## config.mk

```make
export PLATFORM = sky130hd
export DESIGN_NAME = amr_stack
export DESIGN_NICKNAME = d
export VERILOG_FILES = /design/src/hw/rtl/amr_stack.sv
export SDC_FILE = /design/constraint.sdc
export NUM_CORES = 1
export LEC_CHECK = 0
export BUFFER_PORTS_ARGS = -buffer_cell sky130_fd_sc_hd__buf_2
export CORE_MARGIN = 2
export CORE_UTILIZATION = 55
export CTS_BUF_LIST = sky130_fd_sc_hd__clkbuf_4
export DETAILED_ROUTE_END_ITERATION = 10
export MAX_ROUTING_LAYER = met4
export PLACE_DENSITY = 0.74
export SLEW_MARGIN = 20
export SYNTH_ARGS = -nofsm -noshare
export SYNTH_HDL_FRONTEND = slang
export SYNTH_SLANG_ARGS = --single-unit
```

## constraint.sdc

```tcl
create_clock -name clk_i -period 2.2 [get_ports clk_i]
set_input_delay 0.11 -clock clk_i [delete_from_list [all_inputs] [get_ports clk_i]]
set_output_delay 0.11 -clock clk_i [all_outputs]
set_load 0.05 [all_outputs]
```

## src/hw/rtl/amr_stack.sv

```systemverilog
// amr_stack: walk stack memory, registered read
// no dependencies
`timescale 1ns / 1ps
module amr_stack #(
  parameter int unsigned Depth    = 16,
  parameter int unsigned AddrBits = 4,
  parameter int unsigned DataBits = 4
) (
  input  logic                clk_i,
  input  logic                push_i,
  input  logic [AddrBits-1:0] waddr_i,
  input  logic [DataBits-1:0] wdata_i,
  input  logic [AddrBits-1:0] raddr_i,
  output logic [DataBits-1:0] rdata_o
);
  logic [DataBits-1:0] stk_q [Depth];

  always_ff @(posedge clk_i) begin
    if (push_i) begin
      stk_q[waddr_i] <= wdata_i;
    end
    rdata_o <= stk_q[raddr_i];
  end
endmodule

```

==> results.yml <==
status:
  status: "finished, final reports clean"
worst_setup_path:
  r2r_slack_ns: 0.83
  cp.required_ns: 2.49
  r2r-end: "rdata_o[3]$_DFF_P_"
  cp.arrival_ns: 1.67
  critPathMaxFanout: 1
  cp-end-kind: "flip-flop"
  critPathKind: "reg2reg"
  startpoint_type: "flip-flop"
  reg2reg_depth: 3
  reg2reg_from: "stk_q[1][3]$_DFFE_PP_"
cells_and_area:
  antenna_cells: 0
  fin_cells: 213
  syn_to_final_growth_pct: 9.995
  drive_above_1_share_pct: 22.01
  register_area_sq_mm: 0.002002
  final_nets: 168
  multiInputGateArea_sq_um: 624.3
  final_area_sq_mm: 0.002933
  nFillCells: 326
power_and_ir_drop:
  swShare_pct: 20.96
  combPwrFrac_pct: 6.5
  p_per_area_mw_per_mm2: 848.1
  p_sw_mw: 0.5213
  vdd_drop_max_v: 0.0005821
  clkPwrFrac_pct: 35.1
  p_int_mw: 1.966
  p_leak_nw: 0.9976
  seqPwrFrac_pct: 58.4
sta:
  finalCriticalPeriod_ns: 1.375
  finalSetupViolCount: 0
  hold_slack_ns: 0.02184
  slew_headroom_pct: 57.48
  worst_slack_ns: 0.8250
  hold_viol_final: 0
  finalCritPeriodShare_pct: 62.50
  max_freq_mhz: 727.3
  slew_viol_final: 0
  rsz0062_at_grt: "false"
  clock_skew_ns: 0.01546
  tightestPinTransition_ns: 0.6329
  setup_tns_ns: 0
cts:
  h-tree-depth: 3
  ctsHoldBuffers: 0
  clock-sinks: 68
  clk-insertion-delay-late_ns: 0.40
  clock_path_buffers: 2
  clkTransAtPathRegs_ns: 0.11
  cts_tree: "built"
  cts-root-buf: "clkbuf_4"
  cts_resized: 0
  cts_made_buffers: 9
  postCtsSetupBuffers: 0
placement:
  dpl_worst_slack_ns: 0.5743
  dp_hpwl_um: 2914
  dp_cells: 197
  place_area_sq_mm: 0.002779
  gp_congestion: 0.7743
  port_buffers: 17
synthesis:
  yosysMostFrequentCell: "edfxtp_1"
  ys_seq_area_share_pct: 75.08
  synthCells: 130
  avgSynthCellArea_sq_um: 20.51
  ys_seq_elements: 68
  netlist_area_sq_mm: 0.002666
  synth_flop_cell: "edfxtp_1"
  ys_top_cells_by_area: "edfxtp_1 (72%), mux4_1 (14%), dfxtp_1 (3.0%)"
  yosysUniqueCellTypes: 17
  synth.top_cell.area_share_pct: 72.08
  async_flop_share_pct: 0
  synth_edf_count: 64
  synth_top_cells_by_count: "edfxtp_1 (64), mux4_1 (14), nor2_1 (13)"
  yosys.area.top_type: "edfxtp_1"
  synth_nets: 144
  synth_warnings: 0
global_routing:
  grt_pass1_wl_um: 6927
  grt_util_all_layers_pct: 19.57
  overflow: 0
  antenna_found_initial: 0
  grt_max_degree: 17
  grt_pass1_vias: 1309
route:
  first_pass_iters: 4
  drtIter0Drc: 86
  wl_um: 4423
  route.detailed.drc: 0
  vias: 1292
  drtAntennaViolNets: 0
  detail_route.wl_per_cell_um: 20.77
  viasPerCell: 6.066
floorplan:
  die_y_um: 73.63
  die_x_um: 73.63
  die_area_sq_mm: 0.005421
  ioPinCount: 18
  core_area_sq_mm: 0.004692
  fp-row-count: 25
  start_util_pct: 56.83
hold_path:
  hold_depth: 3
  holdPathEnd: "rdata_o[2]$_DFF_P_"
  hold_class: "in2reg"
  min_from: "raddr_i[2]"
job:
  cap_violations: 0
## through the flow
step / util (%) / total power, mW
2_1_floorplan: - / 1.587
4_1_cts: 62.51 / 2.504
5_1_grt: 62.51 / 2.568
6_report: 62.51 / 2.487
3_5_place_dp: 59.23 / 1.645
3_3_place_gp: 59.23 / 1.638
## registers in the layout (all words and copies together) (netlist names)
signal / cells
rdata_o: 4
stk_q: 64
## worst max-delay path by stage
stage / startpoint / end / slack (ns) / cells past startpoint
2_1_floorplan: waddr_i[2] / stk_q[0][0]$_DFFE_PP_ / 0.89 / 2
3_3_place_gp: raddr_i[0] / rdata_o[3]$_DFF_P_ / 0.62 / 4
5_1_grt: stk_q[1][3]$_DFFE_PP_ / rdata_o[3]$_DFF_P_ / 0.76 / 3
4_1_cts: stk_q[2][1]$_DFFE_PP_ / rdata_o[1]$_DFF_P_ / 0.84 / 3
6_report: stk_q[1][3]$_DFFE_PP_ / rdata_o[3]$_DFF_P_ / 0.83 / 3
3_5_place_dp: raddr_i[0] / rdata_o[1]$_DFF_P_ / 0.57 / 4
## cells by family (layout without fill, tap and decap cells)
| group | Yosys count | after routing | share of synthesized area [%] |
|---|---|---|---|
| flops | 68 | 68 | 75.08 |
| simple gates | 38 | 38 | 6.804 |
| mux | 16 | 16 | 15.49 |
| compound gates | 4 | 4 | 1.126 |
| buf+inv | 4 | 33 | 1.501 |
## cell usage in the layout, fill, tap and decap left out, types with 2 or more instances in the layout
cell type / count
a22oi_1: 4
buf_2: 17
bufinv_16: 2
clkbuf_4: 10
clkinv_2: 3
dfxtp_1: 4
edfxtp_1: 64
mux4_1: 14
mux4_2: 2
nand2_1: 5
nand2b_1: 2
nand3_1: 9
nand3b_1: 2
nor2_1: 13
nor2b_1: 2
nor3_1: 4
## critical path: stages (launching register included)
cell and delay [ns]:
edfxtp_1 0.38, mux4_1 0.53, a22oi_1 0.25, nand3_1 0.11
## power by group through the flow
stage	sequential, mW	combinational [mW]	clock, mW
floorplan	1.51	0.0757	0
global placement	1.48	0.157	0
detailed placement	1.48	0.162	0
CTS	1.45	0.162	0.888
global route	1.46	0.173	0.939
finish	1.45	0.161	0.874
## layout make-up
type / count / share of cell area, %
Tap cell: 54 / 2.304
Clock buffer: 10 / 2.560
Timing Repair Buffer: 17 / 2.901
Clock inverter: 6 / 2.688
Multi-Input combinational cell: 58 / 21.29
Sequential cell: 68 / 68.26
## routing by layer
| metal | wire [um] | up-vias | track usage, % |
|---|---|---|---|
| li1 | - | 590 | - |
| met1 | 1802 | 641 | 25.27 |
| met2 | 2242 | 52 | 29.27 |
| met3 | 291 | 9 | 5.761 |
| met4 | 87 | 0 | 8.485 |
| met5 | 0 | - | - |
Power figures use the tool's default switching activity.
