$ cat src/hw/rtl/amr_matrix_mem.sv
// amr_matrix_mem: flattened weight matrix with a registered read
// no dependencies
`timescale 1ns / 1ps
module amr_matrix_mem #(
  parameter int unsigned Depth      = 256,
  parameter int unsigned WeightBits = 16,
  parameter int unsigned AddrBits   = 8
) (
  input  logic                  clk_i,
  input  logic                  wr_i,
  input  logic [AddrBits-1:0]   waddr_i,
  input  logic [WeightBits-1:0] wdata_i,
  input  logic                  rd_i,
  input  logic [AddrBits-1:0]   raddr_i,
  output logic [WeightBits-1:0] rdata_o
);
  logic [WeightBits-1:0] mem_q [Depth];

  always_ff @(posedge clk_i) begin
    if (wr_i) begin
      mem_q[waddr_i] <= wdata_i;
    end
    if (rd_i) begin
      rdata_o <= mem_q[raddr_i];
    end
  end
endmodule

$ cat config.mk
export PLATFORM = sky130hd
export DESIGN_NAME = amr_matrix_mem
export DESIGN_NICKNAME = d
export VERILOG_FILES = /design/src/hw/rtl/amr_matrix_mem.sv
export SDC_FILE = /design/constraint.sdc
export NUM_CORES = 2
export LEC_CHECK = 0
export BUFFER_PORTS_ARGS = -buffer_cell sky130_fd_sc_hd__buf_4
export CAP_MARGIN = 20
export CORE_ASPECT_RATIO = 1.75
export CORE_MARGIN = 3
export CORE_UTILIZATION = 63
export DETAILED_ROUTE_END_ITERATION = 16
export PLACE_DENSITY_LB_ADDON = 0.3
export SETUP_SLACK_MARGIN = 0.5
export SLEW_MARGIN = 20
export SYNTH_ARGS = -nofsm -noshare
export SYNTH_HDL_FRONTEND = slang
export SYNTH_SLANG_ARGS = --single-unit
$ cat constraint.sdc
create_clock -name clk_i -period 2.9 [get_ports clk_i]
set_clock_uncertainty 0.1 [all_clocks]
set_input_delay 0.145 -clock clk_i [delete_from_list [all_inputs] [get_ports clk_i]]
set_output_delay 0.145 -clock clk_i [all_outputs]
set_load 0.02 [all_outputs]
==> impl_metrics.py <==
metrics = {
    "detailed_routing": {
        "via_count": 83700,
        "via_per_inst": 7.02,
        "ant_nets": 0,
        "wirelength_mm": 444,
        "drt-wirelength-per-cell_um": 37.2,
        "first_pass_iters": 8,
        "drc": 0,
        "drtIter0Drc": 12400,
    },
    "cts": {
        "cts-root-buf": "clkbuf_16",
        "clk_pin_slew_worst_paths_ps": 70,
        "clockBufferDepth": 4,
        "postCtsSetupBuffers": 0,
        "clock_latency_ps": 900,
        "ctsHtreeMaxLevel": 5,
        "cts.sink_count": 4112,
        "cts_tree": "built",
        "cts_buffers": 337,
    },
    "timing": {
        "relSlewSlack_pct": 29.7,
        "setup_tns_ps": 0,
        "worst_slack_ps": 21.1,
        "rsz0062_at_grt": "true",
        "post-route-period-util_pct": 99.3,
        "setup_viol_count_final": 0,
        "maxSlewViolCount": 0,
        "tightest_slew_ps": 1060,
        "fmax_ghz": 0.347,
        "holdWs_ps": 96.6,
        "fin_crit_ps": 2880,
        "finalHoldViolations": 0,
    },
    "status": {
        "status": "finished clean",
    },
    "synthesis": {
        "syn-num-nets": 7395,
        "syn-cell-area_sq_um": 159000,
        "synth_cell_type_count": 51,
        "ys_async_sr_fraction_pct": 0,
        "synth_seq_area_share_pct": 77.7,
        "ys_ff_latch": 4112,
        "avgSynthCellArea_sq_um": 21.6,
        "yosys_warnings": 0,
        "synth_edf_count": 4112,
        "synthFlopType": "edfxtp_1",
        "netlist_instances": 7360,
    },
    "worst_setup_path": {
        "path_delay_family": "multiplexers",
        "critPathCaptureType": "register",
        "path_cells": "mux4_2 > mux4_2 > a22o_4 > o32ai_4 > buf_6 > nor4_4",
        "path_max_fanout": 1,
        "cpMostUsedCell": "mux4_2",
        "worst-path-buf-inv": 1,
        "slowest_stage": "mux4_2",
        "crit_type": "reg -> reg",
        "worst_ep_arrival_time_ps": 3380,
        "worstSetupStartpointType": "register",
        "cp.required_ps": 3400,
        "slowest_delay_ps": 640,
    },
    "placement": {
        "dp_hpwl_mm": 278,
        "numPortBuffers": 50,
        "place_congestion": 0.977,
        "pre_cts_ws_ps": -799,
    },
    "floorplanning": {
        "die_area_sq_um": 258000,
        "core_region_area_sq_um": 251000,
        "pin_count": 51,
        "start_util_pct": 63.4,
        "rows": 243,
        "dieHeight_um": 670,
        "die_x_um": 386,
    },
    "hold_path": {
        "hp-class": "in -> reg",
    },
    "run": {
        "drv_cap": 0,
    },
    "global_routing": {
        "grt.overflow.total": 0,
        "grt_max_degree": 113,
        "antenna_found_initial": 21,
        "first_global_vias": 85300,
        "grt_usage_pct": 34.9,
        "grt_first_pass_wirelength_mm": 631,
    },
    "final_layout": {
        "nNetsFinal": 8397,
        "utilization_pct": 72.7,
        "drive_gt1_share_pct": 29.5,
        "fillers": 13500,
        "multi_input_area_sq_um": 33300,
        "register_area_sq_um": 123000,
        "syn_to_final_growth_pct": 14.7,
    },
    "pwr": {
        "p_per_area_nw_per_um2": 651,
        "ir_worst_vdd_v": 0.000575,
        "p_leak_uw": 0.0592,
    },
}
==> Yosys cell counts (all sizes together), types with 35 or more instances <==
| cell | count | share of area [%] |
|---|---|---|
| mux2 | 88 | 0.62 |
| buf | 222 | 1.1 |
| o22ai | 148 | 0.58 |
| nand2 | 38 | 0.090 |
| nor3 | 92 | 0.29 |
| a21oi | 175 | 0.55 |
| mux4 | 797 | 11 |
| o221ai | 253 | 1.4 |
| mux2i | 565 | 3.6 |
| o21ai | 38 | 0.12 |
| edfxtp | 4112 | 78 |
| nand3 | 35 | 0.11 |
| clkbuf | 230 | 0.54 |
| a22oi | 43 | 0.20 |
| nor2 | 304 | 0.72 |
==> sequential cells by signal, indices dropped and copies added (netlist names) <==
signal	cells
mem_q	4096
rdata_o	16
==> per-layer routing <==
layer / routed length (um) / track usage [%] / up-vias
met5: 67 / 0 / -
met1: 135000 / 41.7 / 43000
li1: - / - / 33200
met2: 218000 / 56.2 / 6123
met4: 44200 / 27.0 / 10
met3: 45800 / 6.49 / 1430
==> power breakdown <==
part / total [uW] / internal (uW) / switching (uW)
clock network: 45700 / 25200 / 20500
registers: 65600 / 65500 / 80.0
logic: 7290 / 2780 / 4500
==> kinds of logic (layout without fill, tap and decap cells) <==
family / after synthesis / count (layout) / synth area share (%)
compound gates: 786 / 786 / 3.53
buf+inv: 456 / 1709 / 1.69
flops: 4112 / 4112 / 77.7
mux: 1450 / 1450 / 15.5
other cells: 0 / 15 / 0
simple gates: 556 / 556 / 1.57
==> cell type report <==
cell class,instances,share of cell area [%]
Sequential cell,4112,67.8
Timing Repair Buffer,1115,5.72
Inverter,4,0.0151
Clock inverter,180,0.996
Antenna cell,15,0.0206
Multi-Input combinational cell,2792,18.3
Clock buffer,410,4.93
Tap cell,3307,2.27
==> worst paths after layout <==
check | start | end | slack [ps] | cells past startpoint
min reg2reg | mem_q[216][10] | rdata_o[10] | 1100 | 6
min | wr_i | mem_q[58][15] | 100 | 4
max reg2reg | mem_q[62][2] | rdata_o[2] | 20 | 6
max | mem_q[62][2] | rdata_o[2] | 20 | 6
==> repair_timing <==
item | CTS | global route
endpoints found under the setup margin | 16 | 404
resized for setup | 53 | 31
pin swaps | 23 | 8
gates cloned | 0 | 1
hold buffers | 29 | 0
endpoints found under the hold margin | 3501 | 0
==> per-stage QoR <==
step	power, uW	area [sq um]	instances
2_1_floorplan	70100	159000	7360
3_3_place_gp	73600	171000	11300
3_5_place_dp	73800	171000	11300
4_1_cts	119000	182000	11900
5_1_grt	121000	182000	11900
6_report	119000	182000	11900
==> worst reg2reg max path, delay by kind of cell, from the launching register on <==
kind | cells | cell delay, ps
DFF | 1 | 410
muxes | 2 | 1150
and+or+nand+nor | 1 | 30
AOI/OAI and AO/OA | 2 | 730
buffers and inverters | 1 | 170
==> layout by cell type (no fill, tap or decap), types with 11 or more instances in the layout <==
cell type | synthesis | routed
o22ai_1 | 148 | 148
bufinv_16 | 0 | 35
mux2_2 | 88 | 83
clkinvlp_4 | 0 | 13
nor2_1 | 304 | 285
o31ai_1 | 16 | 15
clkbuf_16 | 0 | 351
o32ai_2 | 1 | 12
nand3_1 | 35 | 31
mux2i_1 | 565 | 565
o21ai_0 | 37 | 36
clkbuf_1 | 230 | 60
buf_8 | 11 | 17
mux4_2 | 797 | 797
dlygate4sd3_1 | 0 | 29
diode_2 | 0 | 15
and3_1 | 11 | 11
a22oi_1 | 43 | 36
clkinv_1 | 0 | 61
nor2_2 | 0 | 19
nor4_1 | 17 | 12
nor3_2 | 0 | 11
a22o_1 | 32 | 22
nor3_1 | 92 | 80
o221ai_1 | 252 | 252
buf_4 | 26 | 917
clkinv_2 | 0 | 55
edfxtp_1 | 4112 | 4112
nand2_1 | 38 | 33
a21oi_1 | 175 | 175
a211oi_1 | 18 | 18
buf_12 | 5 | 140
a221oi_1 | 28 | 22
nand4_1 | 26 | 26
Power figures use the tool's default switching activity.
